### src/design/sli_pkg.sv
`timescale 1ns / 1ps

package sli_pkg;

   localparam int DEPTH       = 16;
   localparam int IDX_W       = $clog2(DEPTH);
   localparam int CNT_W       = $clog2(DEPTH + 1);
   localparam int VALUE_W     = 32;
   localparam int MODE_W      = 2;
   localparam int STATUS_W    = 3;
   localparam int COUNT_OUT_W = 5;

   typedef enum logic [MODE_W-1:0] {
      MODE_INSERT = 2'd0,
      MODE_DELETE = 2'd1,
      MODE_LIST   = 2'd2
   } mode_type;

   typedef enum logic [STATUS_W-1:0] {
      STATUS_INSERTED = 3'd0,
      STATUS_DELETED  = 3'd1,
      STATUS_NOTFOUND = 3'd2,
      STATUS_EMPTY    = 3'd3,
      STATUS_FULL     = 3'd4,
      STATUS_LISTED   = 3'd5
   } status_type;

   typedef enum logic [3:0] {
      ST_IDLE,
      ST_INS_RD,
      ST_INS_CMP,
      ST_INS_PUT,
      ST_DEL_RD,
      ST_DEL_CMP,
      ST_LST_RD,
      ST_LST_EMIT,
      ST_RESULT
   } state_type;

endpackage

### src/design/sorted_list_insert_delete_unit.sv
`timescale 1ns / 1ps

// Channel | Direction | Ports                                               | Transfer when
// --------+-----------+-----------------------------------------------------+-----------------
// req     | in        | req_valid, req_stall, req_mode, req_value           | valid & !stall
// rsp     | out       | rsp_valid, rsp_stall, rsp_status, rsp_entry_value,  | valid & !stall
//         |           | rsp_last, rsp_entry_count                           |
//
// Operation: one request is worked at a time by a sequencer around a single-port
//   entry memory with registered read data, a signed comparator and an equality
//   check; each entry visited takes a read state, then a compare/move state.
//   Insert moves entries up from the top until a smaller entry ends the scan or
//   every entry has moved; full is answered without a scan.
//   Delete scans every entry; List emits one result per entry; empty is answered
//   without a scan.
// Reset clears the entry count and control; entry memory contents are not cleared.
// A held rsp result stalls only the next emit; a new request can transfer while it waits.

module sorted_list_insert_delete_unit (
   input  logic                                   clock,
   input  logic                                   reset,
   input  logic                                   req_valid,
   output logic                                   req_stall,
   input  logic [sli_pkg::MODE_W-1:0]             req_mode,
   input  logic signed [sli_pkg::VALUE_W-1:0]     req_value,
   output logic                                   rsp_valid,
   input  logic                                   rsp_stall,
   output logic [sli_pkg::STATUS_W-1:0]           rsp_status,
   output logic signed [sli_pkg::VALUE_W-1:0]     rsp_entry_value,
   output logic                                   rsp_last,
   output logic [sli_pkg::COUNT_OUT_W-1:0]        rsp_entry_count
);

   // sequencer state
   sli_pkg::state_type                    state_ff, state_in;
   logic [sli_pkg::IDX_W-1:0]             idx_ff, idx_in;
   logic [sli_pkg::CNT_W-1:0]             count_ff, count_in;
   logic signed [sli_pkg::VALUE_W-1:0]    value_ff, value_in;
   sli_pkg::status_type                   status_ff, status_in;
   logic                                  found_ff, found_in;

   // entry memory, single write port and one registered read port
   logic signed [sli_pkg::VALUE_W-1:0]    entry_mem [sli_pkg::DEPTH];
   logic signed [sli_pkg::VALUE_W-1:0]    rd_data_ff;
   logic                                  rd_en;
   logic [sli_pkg::IDX_W-1:0]             rd_addr;
   logic                                  wr_en;
   logic [sli_pkg::IDX_W-1:0]             wr_addr;
   logic signed [sli_pkg::VALUE_W-1:0]    wr_data;

   // result register
   logic                                  rsp_valid_ff, rsp_valid_in;
   sli_pkg::status_type                   rsp_status_ff, rsp_status_in;
   logic signed [sli_pkg::VALUE_W-1:0]    rsp_value_ff, rsp_value_in;
   logic                                  rsp_last_ff, rsp_last_in;
   logic [sli_pkg::COUNT_OUT_W-1:0]       rsp_count_ff, rsp_count_in;

   logic                                  emit;
   logic                                  emit_ok;
   sli_pkg::status_type                   emit_status;
   logic signed [sli_pkg::VALUE_W-1:0]    emit_value;
   logic                                  emit_last;
   logic [sli_pkg::CNT_W-1:0]             idx_plus1;
   logic                                  hit;

   assign req_stall = (state_ff != sli_pkg::ST_IDLE);
   // the result slot is free, or is being drained this cycle
   assign emit_ok   = !rsp_valid_ff || !rsp_stall;
   assign idx_plus1 = sli_pkg::CNT_W'(idx_ff) + 1'b1;
   assign hit       = (rd_data_ff == value_ff);

   always_comb begin
      state_in    = state_ff;
      idx_in      = idx_ff;
      count_in    = count_ff;
      value_in    = value_ff;
      status_in   = status_ff;
      found_in    = found_ff;
      rd_en       = 1'b0;
      rd_addr     = idx_ff;
      wr_en       = 1'b0;
      wr_addr     = idx_ff;
      wr_data     = value_ff;
      emit        = 1'b0;
      emit_status = status_ff;
      emit_value  = value_ff;
      emit_last   = 1'b1;

      case (state_ff)
         sli_pkg::ST_IDLE: begin
            if (req_valid) begin
               value_in = req_value;
               found_in = 1'b0;
               case (req_mode)
                  sli_pkg::MODE_INSERT: begin
                     idx_in = sli_pkg::IDX_W'(count_ff);
                     if (count_ff == sli_pkg::CNT_W'(sli_pkg::DEPTH)) begin
                        status_in = sli_pkg::STATUS_FULL;
                        state_in  = sli_pkg::ST_RESULT;
                     end else if (count_ff == '0) begin
                        state_in = sli_pkg::ST_INS_PUT;
                     end else begin
                        state_in = sli_pkg::ST_INS_RD;
                     end
                  end
                  sli_pkg::MODE_DELETE: begin
                     idx_in = '0;
                     if (count_ff == '0) begin
                        status_in = sli_pkg::STATUS_EMPTY;
                        state_in  = sli_pkg::ST_RESULT;
                     end else begin
                        state_in = sli_pkg::ST_DEL_RD;
                     end
                  end
                  sli_pkg::MODE_LIST: begin
                     idx_in = '0;
                     if (count_ff == '0) begin
                        value_in  = '0;
                        status_in = sli_pkg::STATUS_EMPTY;
                        state_in  = sli_pkg::ST_RESULT;
                     end else begin
                        state_in = sli_pkg::ST_LST_RD;
                     end
                  end
                  default: begin
                     // undefined mode: consumed, no result
                     state_in = sli_pkg::ST_IDLE;
                  end
               endcase
            end
         end

         // insert walks down from the top, moving larger-or-equal entries up one slot
         sli_pkg::ST_INS_RD: begin
            rd_en    = 1'b1;
            rd_addr  = idx_ff - 1'b1;
            state_in = sli_pkg::ST_INS_CMP;
         end
         sli_pkg::ST_INS_CMP: begin
            if (rd_data_ff >= value_ff) begin
               wr_en    = 1'b1;
               wr_addr  = idx_ff;
               wr_data  = rd_data_ff;
               idx_in   = idx_ff - 1'b1;
               state_in = (idx_ff == sli_pkg::IDX_W'(1)) ? sli_pkg::ST_INS_PUT
                                                         : sli_pkg::ST_INS_RD;
            end else begin
               state_in = sli_pkg::ST_INS_PUT;
            end
         end
         sli_pkg::ST_INS_PUT: begin
            wr_en     = 1'b1;
            wr_addr   = idx_ff;
            wr_data   = value_ff;
            count_in  = count_ff + 1'b1;
            status_in = sli_pkg::STATUS_INSERTED;
            state_in  = sli_pkg::ST_RESULT;
         end

         // delete scans up; after the first match each entry moves down one slot
         sli_pkg::ST_DEL_RD: begin
            rd_en    = 1'b1;
            rd_addr  = idx_ff;
            state_in = sli_pkg::ST_DEL_CMP;
         end
         sli_pkg::ST_DEL_CMP: begin
            if (found_ff) begin
               wr_en   = 1'b1;
               wr_addr = idx_ff - 1'b1;
               wr_data = rd_data_ff;
            end
            found_in = found_ff || hit;
            if (idx_plus1 == count_ff) begin
               if (found_ff || hit) begin
                  count_in  = count_ff - 1'b1;
                  status_in = sli_pkg::STATUS_DELETED;
               end else begin
                  status_in = sli_pkg::STATUS_NOTFOUND;
               end
               state_in = sli_pkg::ST_RESULT;
            end else begin
               idx_in   = idx_ff + 1'b1;
               state_in = sli_pkg::ST_DEL_RD;
            end
         end

         sli_pkg::ST_LST_RD: begin
            rd_en    = 1'b1;
            rd_addr  = idx_ff;
            state_in = sli_pkg::ST_LST_EMIT;
         end
         sli_pkg::ST_LST_EMIT: begin
            if (emit_ok) begin
               emit        = 1'b1;
               emit_status = sli_pkg::STATUS_LISTED;
               emit_value  = rd_data_ff;
               emit_last   = (idx_plus1 == count_ff);
               if (idx_plus1 == count_ff) begin
                  state_in = sli_pkg::ST_IDLE;
               end else begin
                  idx_in   = idx_ff + 1'b1;
                  state_in = sli_pkg::ST_LST_RD;
               end
            end
         end

         sli_pkg::ST_RESULT: begin
            if (emit_ok) begin
               emit     = 1'b1;
               state_in = sli_pkg::ST_IDLE;
            end
         end

         default: begin
            state_in = sli_pkg::ST_IDLE;
         end
      endcase
   end

   // result slot
   always_comb begin
      rsp_valid_in  = rsp_valid_ff && rsp_stall;
      rsp_status_in = rsp_status_ff;
      rsp_value_in  = rsp_value_ff;
      rsp_last_in   = rsp_last_ff;
      rsp_count_in  = rsp_count_ff;
      if (emit) begin
         rsp_valid_in  = 1'b1;
         rsp_status_in = emit_status;
         rsp_value_in  = emit_value;
         rsp_last_in   = emit_last;
         rsp_count_in  = sli_pkg::COUNT_OUT_W'(count_ff);
      end
   end

   always_ff @(posedge clock) begin
      if (reset) begin
         state_ff     <= sli_pkg::ST_IDLE;
         count_ff     <= '0;
         rsp_valid_ff <= 1'b0;
      end else begin
         state_ff     <= state_in;
         count_ff     <= count_in;
         rsp_valid_ff <= rsp_valid_in;
      end
   end

   always_ff @(posedge clock) begin
      idx_ff        <= idx_in;
      value_ff      <= value_in;
      status_ff     <= status_in;
      found_ff      <= found_in;
      rsp_status_ff <= rsp_status_in;
      rsp_value_ff  <= rsp_value_in;
      rsp_last_ff   <= rsp_last_in;
      rsp_count_ff  <= rsp_count_in;
   end

   always_ff @(posedge clock) begin
      if (wr_en) begin
         entry_mem[wr_addr] <= wr_data;
      end
      if (rd_en) begin
         rd_data_ff <= entry_mem[rd_addr];
      end
   end

   assign rsp_valid       = rsp_valid_ff;
   assign rsp_status      = rsp_status_ff;
   assign rsp_entry_value = rsp_value_ff;
   assign rsp_last        = rsp_last_ff;
   assign rsp_entry_count = rsp_count_ff;

   a_count_bound: assert property (@(posedge clock) disable iff (reset)
      count_ff <= sli_pkg::CNT_W'(sli_pkg::DEPTH))
      else $error("entry count above depth");

   a_count_step: assert property (@(posedge clock) disable iff (reset)
      (count_ff != $past(count_ff)) |->
         (count_ff == $past(count_ff) + 1'b1 || count_ff == $past(count_ff) - 1'b1))
      else $error("entry count moved by more than one");

   a_full_count: assert property (@(posedge clock) disable iff (reset)
      (rsp_valid_ff && rsp_status_ff == sli_pkg::STATUS_FULL) |->
         rsp_count_ff == sli_pkg::COUNT_OUT_W'(sli_pkg::DEPTH))
      else $error("full status with room left");

   a_empty_count: assert property (@(posedge clock) disable iff (reset)
      (rsp_valid_ff && rsp_status_ff == sli_pkg::STATUS_EMPTY) |-> rsp_count_ff == '0)
      else $error("empty status with stored entries");

   a_list_index: assert property (@(posedge clock) disable iff (reset)
      (state_ff == sli_pkg::ST_LST_EMIT) |-> sli_pkg::CNT_W'(idx_ff) < count_ff)
      else $error("list index past entry count");

endmodule

### config.mk
export PLATFORM = sky130hd
export DESIGN_NAME = sorted_list_insert_delete_unit
export DESIGN_NICKNAME = d
export VERILOG_FILES = /design/src/design/sli_pkg.sv /design/src/design/sorted_list_insert_delete_unit.sv
export SDC_FILE = /design/constraint.sdc
export NUM_CORES = 1
export LEC_CHECK = 0
export BUFFER_PORTS_ARGS = -buffer_cell sky130_fd_sc_hd__clkbuf_2
export CORE_MARGIN = 1
export CORE_UTILIZATION = 50
export CTS_CLUSTER_SIZE = 16
export DETAILED_ROUTE_END_ITERATION = 6
export HOLD_SLACK_MARGIN = 0.15
export PLACE_DENSITY_LB_ADDON = 0.3
export SYNTH_ARGS = -nofsm -noshare
export SYNTH_HDL_FRONTEND = slang
export SYNTH_SLANG_ARGS = --single-unit
### constraint.sdc
create_clock -name clock -period 7.37 [get_ports clock]
set_clock_uncertainty 0.15 [all_clocks]
set_input_delay 0.3685 -clock clock [delete_from_list [all_inputs] [get_ports clock]]
set_output_delay 0.3685 -clock clock [all_outputs]
set_load 0.01 [all_outputs]
== Word-level counts from Yosys, hierarchy flattened ==
Memories as Yosys holds them, arrays and structs flattened. A register that Yosys moved wholly into a read port is not among the register bits.
Cells that the tools add are included.

* Flip-flop bits (word level): 91
* Memory bits (writable): 512
* Bits of input ports: 38
* Output and inout port bits: 43
* Logic and storage cells: 116
* Memories: 1

{| class="wikitable"
|+ Memory list
! name !! words !! bits a word !! read ports !! clocked after memory_dff !! wr ports !! line !! RTL
|-
| entry_mem || 16 || 32 || 1 || 1 || 1 || sorted_list_insert_delete_unit.sv:43 || <nowiki>logic signed [sli_pkg::VALUE_W-1:0] entry_mem [sli_pkg::DEPTH];</nowiki>
|}

* Add/subtract/negate cells: 5
* Magnitude comparators: 1
* Eq/ne operators: 23
* Mux-type cells: 52
* Reductions and logical operators: 23

{| class="wikitable"
|+ Operator list
! cell !! number
|-
| two-way mux 32 bit || 6
|-
| one-hot mux 32 bit (2 select lines) || 1
|-
| two-way mux 4 bit || 14
|-
| one-hot mux 4 bit (9 select lines) || 1
|-
| equality test 32 bit || 1
|-
| greater-or-equal comparator 32 bit || 1
|-
| two-way mux 3 bit || 7
|-
| equality test 4 x 3 -> 1 bit (second input constant) || 4
|-
| one-hot mux 4 bit (4 select lines) || 1
|-
| inequality test 2 bit (second input constant) || 6
|-
| one-hot mux 4 bit (3 select lines) || 1
|-
| two-way mux 5 bit || 2
|-
| one-hot mux 5 bit (2 select lines) || 1
|-
| two-way mux 1 bit || 9
|-
| one-hot mux 3 bit (3 select lines) || 1
|-
| equality test 4 x 1 -> 1 bit (second input constant) || 2
|-
| equality test 4 x 2 -> 1 bit (second input constant) || 2
|-
| two-way mux 2 bit || 4
|-
| one-hot mux 4 bit (2 select lines) || 1
|-
| nonzero test 4 bit || 2
|-
| inequality test 3 bit (second input constant) || 2
|-
| one-hot mux 3 bit (2 select lines) || 1
|-
| AND reduction 2 bit || 3
|-
| AND reduction 3 bit || 2
|-
| 25 further kinds || 29
|}

== Logic depth before layout (Yosys ltp) ==
Gate-level depths: netlist (run 1).

* Depth after elaboration: 6
* Mapped depth: 12
* Mapped depth without buffers: 11

== Worst setup path after synthesis (run 1) ==
OpenSTA, ideal clock, no wires.

* Path type: register to register
* Start: register rd_data_ff[7] in the netlist's numbering, read port of entry_mem
* End: memory entry_mem[0][0] in the netlist's numbering, enable pin
* Setup time: 0.421 ns
* Arrival: 3.358 ns
* Data required time: 6.799 ns
* Path slack: 3.441 ns
* Cell stages (with the launch flop): 9
* Path buffers: 0
* Period minus slack after synthesis: 3.929 ns
* Cells stage by stage: edfxtp_1 > ha_1 > a21oi_1 > o21ai_0 > a221o_1 > a211o_1 > a21oi_1 > o311ai_1 > nor2_1

* Cells in the longest elaborated chain, start to end: 5

{| class="wikitable"
|+ Ends and longest elaborated chain
! what !! line !! RTL
|-
| start, declared || sorted_list_insert_delete_unit.sv:44 || <nowiki>logic signed [sli_pkg::VALUE_W-1:0] rd_data_ff;</nowiki>
|-
| greater-or-equal comparator 32 bit || sorted_list_insert_delete_unit.sv:140 || <nowiki>if (rd_data_ff >= value_ff) begin</nowiki>
|-
| two-way mux 1 bit || sorted_list_insert_delete_unit.sv:140 ||
|-
| one-hot mux 1 bit (3 select lines) || sorted_list_insert_delete_unit.sv:89 || <nowiki>case (state_ff)</nowiki>
|-
| two-way mux 1 bit || sorted_list_insert_delete_unit.sv:260 || <nowiki>if (wr_en) begin</nowiki>
|-
| two-way mux 1 bit (not written as such) || sorted_list_insert_delete_unit.sv:261 || <nowiki>entry_mem[wr_addr] <= wr_data;</nowiki>
|-
| end, declared || sorted_list_insert_delete_unit.sv:43 ||
|}

No other way between the ends.

== Worst setup path after layout (run 1) ==
* Start: register value_ff[3] in the netlist's numbering
* End: memory entry_mem[1][1] in the netlist's numbering, enable pin

* Cells in the longest elaborated chain, start to end: 5

{| class="wikitable"
|+ Ends and longest elaborated chain
! what !! line !! RTL
|-
| start, declared || sorted_list_insert_delete_unit.sv:38 || <nowiki>logic signed [sli_pkg::VALUE_W-1:0] value_ff, value_in;</nowiki>
|-
| start signal, assigned || sorted_list_insert_delete_unit.sv:250 || <nowiki>value_ff <= value_in;</nowiki>
|-
| greater-or-equal comparator 32 bit || sorted_list_insert_delete_unit.sv:140 ||
|-
| two-way mux 1 bit || sorted_list_insert_delete_unit.sv:140 ||
|-
| one-hot mux 1 bit (3 select lines) || sorted_list_insert_delete_unit.sv:89 ||
|-
| two-way mux 1 bit || sorted_list_insert_delete_unit.sv:260 ||
|-
| two-way mux 1 bit (not written as such) || sorted_list_insert_delete_unit.sv:261 ||
|}

No other way between the ends.

==> results of run 1 <==
[worst reg2reg max path: stages (launching register included)]
cell and delay (ns):
edfxtp_1 0.43, inv_1 0.12, ha_1 0.33, nand4_1 0.31, nor4_1 1.11, nand2_1 0.27
nand3_1 0.17, a211o_1 0.17, o311ai_2 0.12, buf_4 0.24, nor2_4 0.56, buf_4 0.45
[per-stage QoR]
step           setup WS (ns)  area [um^2]
6_report               2.584        29900
5_1_grt                2.538        29900
3_5_place_dp           2.793        27260
2_1_floorplan          3.441        25860
3_3_place_gp           2.963        27260
4_1_cts                2.738        29900
[power by group through the flow]
stage               sequential [mW]  clock [mW]  combinational (mW)
global placement               4.24           0               0.900
floorplan                      4.22           0               0.685
global route                   4.17        3.68                1.00
CTS                            4.16        3.55               0.937
finish                         4.17        3.50               0.925
detailed placement             4.24           0               0.918
[cell families (layout without fill, tap and decap cells)]
family / after synthesis / in the layout
compound gates: 123 / 123
xor+xnor: 16 / 16
fa+ha+maj: 43 / 43
buf+inv: 106 / 310
flops: 635 / 635
mux: 197 / 197
simple gates: 194 / 194
[worst paths after layout]
check	depth (start not counted)	startpoint	slack, ns	to
min reg2reg	1	status_ff[0]$_DFFE_PP_	0.37	rsp_status[0]$_DFFE_PP_
max	11	value_ff[3]$_DFFE_PP_	2.58	entry_mem[1][1]$_DFFE_PP_
min	4	req_mode[1]	0.34	status_ff[2]$_DFFE_PP_
max reg2reg	11	value_ff[3]$_DFFE_PP_	2.58	entry_mem[1][1]$_DFFE_PP_
[routing by layer]
layer / GRT usage (%) / vias up / wire (um)
met5: 0 / - / 0
met4: 7.875 / 0 / 1485
met3: 3.959 / 106 / 4103
met2: 35.63 / 531 / 27510
met1: 30.70 / 6779 / 23430
li1: - / 5652 / -
[layout make-up]
cell class	count	share of cell area [%]
Timing Repair Buffer	147	3.365
Clock inverter	38	1.779
Inverter	47	0.5901
Sequential cell	635	63.45
Clock buffer	78	5.817
Multi-Input combinational cell	573	22.19
Tap cell	672	2.812
[sequential cells by signal (all words and copies together) (netlist names), 3 cells and up]
signal	flops
count_ff	5
value_ff	32
entry_mem	512
rd_data_ff	32
rsp_status	3
rsp_entry_count	5
idx_ff	4
rsp_entry_value	32
state_ff	4
status_ff	3
[placed cells by master, fill, tap and decap left out, types with 11 or more instances in the layout]
cell type | netlist | final
a21oi_1 | 33 | 33
and2_1 | 34 | 34
buf_4 | 12 | 30
bufinv_16 | 0 | 13
clkbuf_16 | 0 | 68
clkbuf_2 | 0 | 80
dlygate4sd3_1 | 0 | 36
edfxtp_1 | 625 | 625
ha_1 | 42 | 42
inv_1 | 44 | 43
mux2_2 | 33 | 33
mux4_2 | 160 | 160
nand2_1 | 56 | 56
nand4_1 | 11 | 11
nor2_1 | 49 | 30
nor2_4 | 0 | 19
nor3_1 | 15 | 14
o21ai_0 | 44 | 44
==> results.toml, run 1 <==
[timing]
post-route-min-period_ns = 4.786
hold_viol_final = 0
worst_slew_pin_slew_ns = 1.325
rsz0062_at_grt = "false"
min_period_over_period_pct = 64.94
setup_tns_ns = 0
slew_headroom_pct = 10.85
slew_viol_final = 0
whs_ns = 0.3386
setup_viol = 0
timing.fmax_mhz = 208.9

[place]
io_buffers = 80
post-place-cells = 2038
dp_hpwl_mm = 31.39
gp_congestion = 0.8867

[die]
rows = 82
start_util_pct = 51.12
die_x_um = 229.4
core_area_um2 = 50580
dieArea_um2 = 52620
ios = 81
die_h_um = 229.4

[synth]
yosysTopAreaCell = "edfxtp_1"
synthFlopType = "edfxtp_1"
synth_area_leaders = "edfxtp_1, mux4_2, ha_1"
synth_most_common_cell = "edfxtp_1"
avgSynthCellArea_um2 = 19.68
synthXorXnorAreaFrac_pct = 0.5952
synth_compound_area_share_pct = 2.932
syn_inst = 1314
ys_seq_area_share_pct = 73.36
synth_area_um2 = 25860
netlist.area_leader.share_pct = 72.59
synth_edf_count = 625
synth.distinct_cells = 56
synthMuxAreaShare_pct = 15.53
synth_top_family_by_area = "multiplexers"
yosysWarningCount = 0
synth_common_cells = "edfxtp_1, mux4_2, nand2_1"
synth_nets = 1395
synth-adder-area-share_pct = 2.110
ys_ff_latch = 635
async_flop_share_pct = 0
synth-simple-area-share_pct = 3.639

[setup_path]
crit_family = "simple AND/OR/NAND/NOR gates"
startpoint_type = "flop"
crit_type = "reg2reg"
crit_top_cell = "buf_4"
path_cells = "inv_1 -> ha_1 -> nand4_1 -> nor4_1 -> nand2_1 -> nand3_1 -> a211o_1 -> o311ai_2 -> buf_4 -> nor2_4 -> buf_4"
required_ns = 7.46
crit_slowest_cell = "nor4_1"
worst-path-buf-inv = 3
critPathMaxFanout = 19
cp.arrival_ns = 4.87
cpPeakStageDelay_ns = 1.11
endpoint_kind = "flop"

[cells_and_area]
final_util_pct = 59.11
nFillCells = 3624
insertedDiodeCount = 0
multi_input_area_um2 = 6634
area_delta_synth_final_pct = 15.63
final_cell_count_no_fill = 2190
drive_gt1_share_pct = 28.79
seqCellArea_um2 = 18970
nets = 1551

[cts]
cts_tree = "built"
ctsHoldBuffers = 36
cts_setup_buffers = 0
ctsResizeCount = 0
clkTransAtPathRegs_ns = 0.06
cts_inserted_buffers = 66
htree_levels = 3
clk_latency_ns = 0.59
root_buffer = "clkbuf_16"
clockBufferDepth = 3
cts.sinks = 635

[global_routing]
grt_pass1_wl_mm = 85.10
grt_pass1_vias = 13330
antenna_found_initial = 3
track_usage_pct = 22.19
grt_max_degree = 129
grt_overflow = 0

[power]
vdd_drop_max_mv = 0.1646
switchingPower_mw = 1.897
finalPower_mw = 8.587
clkPwrFrac_pct = 40.7
pwr_density_cell_nw_per_um2 = 287.2
combPwrFrac_pct = 10.8
pwr-share-seq_pct = 48.5
p_leak_nw = 9.858
switching_share_pct = 22.10
p_int_mw = 6.689

[route]
routed-via-count = 13070
routed_via_density = 5.967
postRouteAntennaNets = 0
wire_per_inst_um = 25.81
drt_iter0_drc = 1465
dr.pass1.iters = 5
drc = 0
routed_wl_mm = 56.53

[min_path]
hold_class = "in2reg"

[flow_run]
drv_cap = 0

[outcome]
status = "completed"
(Power assumes the default switching activity.)
==> run 2: changes to the inputs <==
==> constraint.sdc (replaced) <==
create_clock -name clock -period 5 [get_ports clock]
set_clock_uncertainty 0.15 [all_clocks]
set_input_delay 0.25 -clock clock [delete_from_list [all_inputs] [get_ports clock]]
set_output_delay 0.25 -clock clock [all_outputs]
set_load 0.01 [all_outputs]
==> run 2 against run 1 <==
  * Sequential share of layout area shrank 0.16 points
  * Flip-flop and latch count is the same
  * First-iteration DRC count shrank 26%
  * Worst setup slack lost 2.0 ns
  * Combinational power grew 50%
  * Sequential power grew 47%
  * Clock power grew 36%
  * Critical path type unchanged
  * Critical endpoint is now entry_mem[8][9]$_DFFE_PP_
  * Largest power group unchanged
==> results.toml, run 2 (synthesized netlist as in run 1, its figures left out) <==
[outcome]
status = "completed"

[cells_and_area]
top_register = "entry_mem"
nets = 1557
final_cell_mix = "edfxtp_1, mux4_2, clkbuf_2, clkbuf_16, nand2_1"
nFillCells = 3592
largest_reg_flops = 512
drive_gt1_share_pct = 28.90
area_delta_synth_final_pct = 15.92
layout_commonest_cell = "edfxtp_1"
final_util_pct = 59.25

[global_routing]
use_met2_pct = 35.64
grt.busiest_layer = "met2"
met1_usage_pct = 31.04
grt_pass1_wl_mm = 84.58
antenna_found_initial = 1
track_usage_pct = 21.80
gr-usage-met3_pct = 3.000
grt_overflow = 0
grt_pass1_vias = 13340
grt_max_degree = 81

[timing]
setup_tns_ns = 0
post-route-min-period_ns = 4.368
slew_viol_final = 0
whs_ns = 0.2915
hold_viol_final = 0
rsz0062_at_grt = "false"
min_period_over_period_pct = 87.37
timing.fmax_mhz = 228.9
setup_viol = 0
worst_slew_pin_slew_ns = 1.244
slew_headroom_pct = 16.58

[place]
gp_congestion = 0.8765
io_buffers = 80
dp_hpwl_mm = 32.80

[die]
ios = 81
dieArea_um2 = 52620
core_area_um2 = 50580
rows = 82
die_x_um = 229.4
start_util_pct = 51.12
die_h_um = 229.4

[setup_path]
cp.arrival_ns = 4.53
startpoint_type = "flop"
endpoint_kind = "flop"
required_ns = 5.17
critPathMaxFanout = 11
crit_type = "reg2reg"

[route]
drc = 0
wire_per_inst_um = 25.29
postRouteAntennaNets = 0
drt_iter0_drc = 1091
routed_wl_mm = 55.62
routed-via-count = 12870
routed_via_density = 5.852
dr.pass1.iters = 5

[cts]
root_buffer = "clkbuf_16"
cts_tree = "built"
clkTransAtPathRegs_ns = 0.06
cts_inserted_buffers = 61
clk_latency_ns = 0.63
clockBufferDepth = 3
htree_levels = 2
cts.sinks = 635

[flow_run]
drv_cap = 0

[min_path]
hold_class = "in2reg"

[power]
p_leak_nw = 9.867
vdd_drop_max_mv = 0.2861
pwr_density_cell_nw_per_um2 = 409.8
[run 2: per-stage QoR]
stage	instance area (um^2)	total power [mW]	cells	setup WS, ns
finish	29970	12.28	2199	0.6316
detailed placement	27510	7.634	2046	0.6505
global placement	27510	7.615	2046	0.7188
global route	29970	12.66	2198	0.4276
CTS	29970	12.38	2198	0.6282
floorplan	25860	7.229	1314	1.071
[run 2: metal layers]
| metal | part of all wire [%] | routed length (um) |
|---|---|---|
| met1 | 43 | 23990 |
| met2 | 50 | 27540 |
| met3 | 5.5 | 3059 |
| met4 | 1.9 | 1032 |
| met5 | 0 | 0 |
[run 2: worst paths after layout]
kind | endpoint | from | cells past startpoint | slack (ns)
worst max register to register | entry_mem[8][9]$_DFFE_PP_ | rd_data_ff[31]$_DFFE_PP_ | 10 | 0.63
worst max-delay path | entry_mem[8][9]$_DFFE_PP_ | rd_data_ff[31]$_DFFE_PP_ | 10 | 0.63
worst min register to register | rsp_status[0]$_DFFE_PP_ | status_ff[0]$_DFFE_PP_ | 1 | 0.35
worst min-delay path | value_ff[17]$_DFFE_PP_ | req_value[17] | 3 | 0.29
[run 2: area by class of cell]
type	instances	area, um^2	area share, %
Timing Repair Buffer	158	1284	4.283
Clock inverter	40	473.0	1.578
Clock buffer	73	1593	5.314
Inverter	47	176.4	0.5886
Tap cell	672	840.8	2.805
Sequential cell	635	18970	63.29
Multi-Input combinational cell	573	6634	22.13
Antenna cell	1	2.502	0.008349
[run 2: critical path, stage by stage (launching register included)]
cell,delay (ns)
edfxtp_1,0.42
ha_1,0.55
nand4_1,0.38
nor4_1,0.85
nand2_1,0.24
nand3_1,0.16
a211o_1,0.15
o311ai_2,0.12
buf_4,0.24
nor2_4,0.47
buf_4,0.32
[run 2: repair_timing]
item,CTS,global route
resized for setup,0,0
hold buffers,39,0
setup buffers,0,0
endpoints found under the hold margin,50,0
[run 2: report_power, final]
group | leakage, nW | internal (mW) | switching (mW)
Clock | 1.01 | 2.79 | 1.97
Combinational | 3.10 | 0.634 | 0.758
Sequential | 5.75 | 6.07 | 0.0596
==> run 3: changes to the inputs <==
==> constraint.sdc (replaced) <==
create_clock -name clock -period 3.8 [get_ports clock]
set_clock_uncertainty 0.15 [all_clocks]
set_input_delay 0.19 -clock clock [delete_from_list [all_inputs] [get_ports clock]]
set_output_delay 0.19 -clock clock [all_outputs]
set_load 0.01 [all_outputs]
==> run 3 against run 2 <==
  * Power up 32%
  * Cell count up 1.5%
  * Die area unchanged
  * Largest power group unchanged
  * Highest routed layer unchanged
  * Clock-buffer cell count down 4
  * Via count up 4.2%
  * Wire length up 4.9%
==> results.toml, run 3 (synthesized netlist as in run 1, its figures left out) <==
[outcome]
status = "completed"

[cts]
cts_tree = "built"
htree_levels = 2
root_buffer = "clkbuf_16"
cts_inserted_buffers = 61
cts.sinks = 635
clockBufferDepth = 3
clkTransAtPathRegs_ns = 0.06
cts_setup_buffers = 0
clk_latency_ns = 0.63

[timing]
min_period_over_period_pct = 95.67
worst_slew_pin_slew_ns = 1.127
slew_headroom_pct = 24.76
slew_viol_final = 0
rsz0062_at_grt = "false"
hold_viol_final = 0
post-route-min-period_ns = 3.635
setup_viol = 0
timing.fmax_mhz = 275.1
whs_ns = 0.2317
setup_tns_ns = 0

[route]
postRouteAntennaNets = 0
wire_per_inst_um = 26.15
dr.pass1.iters = 5
routed_wl_mm = 58.34
drt_iter0_drc = 1456
routed_via_density = 6.010
drc = 0
routed-via-count = 13410

[die]
die_h_um = 229.4
start_util_pct = 51.12
die_x_um = 229.4
core_area_um2 = 50580
ios = 81
dieArea_um2 = 52620
rows = 82

[power]
pwr_density_cell_nw_per_um2 = 533.0
vdd_drop_max_mv = 0.3552
switchingPower_mw = 3.719
finalPower_mw = 16.20
pwr-share-seq_pct = 49.8
switching_share_pct = 22.96
combPwrFrac_pct = 11.8
clkPwrFrac_pct = 38.4
p_int_mw = 12.48
p_leak_nw = 10.07

[cells_and_area]
final_cell_mix = "edfxtp_1, mux4_2, clkbuf_2, clkbuf_16, nand2_1"
postLayoutCellArea_um2 = 30390
nets = 1588
seqCellArea_um2 = 18970
drive_gt1_share_pct = 30.62
top_register = "entry_mem"
layout_commonest_cell = "edfxtp_1"
multi_input_area_um2 = 6640
largest_reg_flops = 512
area_delta_synth_final_pct = 17.55
nFillCells = 3523

[place]
placed_area_um2 = 27920
io_buffers = 80
gp_congestion = 0.8709
dp_hpwl_mm = 34.47

[global_routing]
antenna_found_initial = 0
grt_max_degree = 56
grt_pass1_vias = 13580
grt_pass1_wl_mm = 87.01
grt_overflow = 0
track_usage_pct = 22.55

[flow_run]
drv_cap = 0

[setup_path]
r2r_start = "value_ff[15]$_DFFE_PP_"
reg2regPathDepth = 11
endpoint_kind = "flop"
r2r_slack_ns = 0.16
critPathMaxFanout = 16
cp.arrival_ns = 3.81
r2r_end = "entry_mem[4][6]$_DFFE_PP_"
crit_type = "reg2reg"
required_ns = 3.97
startpoint_type = "flop"

[min_path]
holdCritStartpoint = "req_value[11]"
hold_class = "in2reg"
min_to = "value_ff[11]$_DFFE_PP_"
min_path_cells = 3
[run 3: cell types whose count changed in the layout (fill, tap and decap cells not counted), sizes merged]
cell	previous run	this run
buf	39	70
bufinv	10	9
clkbuf	153	149
clkinv	25	27
clkinvlp	2	6
[run 3: final cells by class]
| cell class | count | area share, % |
|---|---|---|
| repair buffers | 189 | 5.566 |
| inverters | 47 | 0.5804 |
| clock buffers | 69 | 5.191 |
| well taps | 672 | 2.766 |
| clock inverters | 45 | 1.634 |
| diodes | 1 | 0.008233 |
| flip-flops and latches | 635 | 62.41 |
| multi-input cells | 573 | 21.85 |
[run 3: repair_timing]
action | in CTS | in global routing
resized for setup | 0 | 1
endpoints found under the hold margin | 46 | 0
hold buffers | 39 | 0
endpoints found under the setup margin | 0 | 15
[run 3: worst max-delay path, stage by stage (launching register included)]
cell	delay, ns
edfxtp_1	0.41
inv_1	0.09
ha_1	0.41
nand4_1	0.37
nor4_2	0.42
buf_4	0.19
nand2_1	0.13
nand3_1	0.12
a211oi_1	0.07
nor2_4	0.22
buf_4	0.23
mux2_2	0.49
[run 3: metrics by stage]
stage	setup slack [ns]	utilization, %	std cells
finish	0.1647	60.09	2231
global route	0.06802	60.09	2230
CTS	0.1346	60.07	2230
detailed placement	0.1672	55.20	2077
global placement	0.1503	55.20	2077
floorplan	-0.1290	-	1314
[run 3: routing by layer]
metal / vias to the layer above / wire length [um] / global-route usage [%]
li1: 5741 / - / -
met4: 0 / 1334 / 6.833
met1: 6969 / 24380 / 31.93
met2: 604 / 28540 / 36.60
met5: - / 0 / 0
met3: 94 / 4085 / 3.200
[run 3: worst max path at each step]
stage / start / end / slack [ns] / cells after the start
3_5_place_dp: value_ff[15]$_DFFE_PP_ / entry_mem[6][6]$_DFFE_PP_ / 0.17 / 11
4_1_cts: value_ff[15]$_DFFE_PP_ / entry_mem[4][6]$_DFFE_PP_ / 0.13 / 11
5_1_grt: value_ff[15]$_DFFE_PP_ / entry_mem[4][6]$_DFFE_PP_ / 0.07 / 11
3_3_place_gp: value_ff[15]$_DFFE_PP_ / entry_mem[6][6]$_DFFE_PP_ / 0.15 / 11
2_1_floorplan: rd_data_ff[7]$_DFFE_PP_ / entry_mem[0][0]$_DFFE_PP_ / -0.13 / 8
6_report: value_ff[15]$_DFFE_PP_ / entry_mem[4][6]$_DFFE_PP_ / 0.16 / 11
[run 3: power by group through the flow]
| stage | registers [mW] | logic (mW) | clock network (mW) |
|---|---|---|---|
| detailed placement | 8.22 | 1.89 | 0 |
| global placement | 8.21 | 1.86 | 0 |
| global route | 8.08 | 2.05 | 6.54 |
| finish | 8.07 | 1.92 | 6.21 |
| floorplan | 8.18 | 1.33 | 0 |
| CTS | 8.07 | 1.93 | 6.30 |
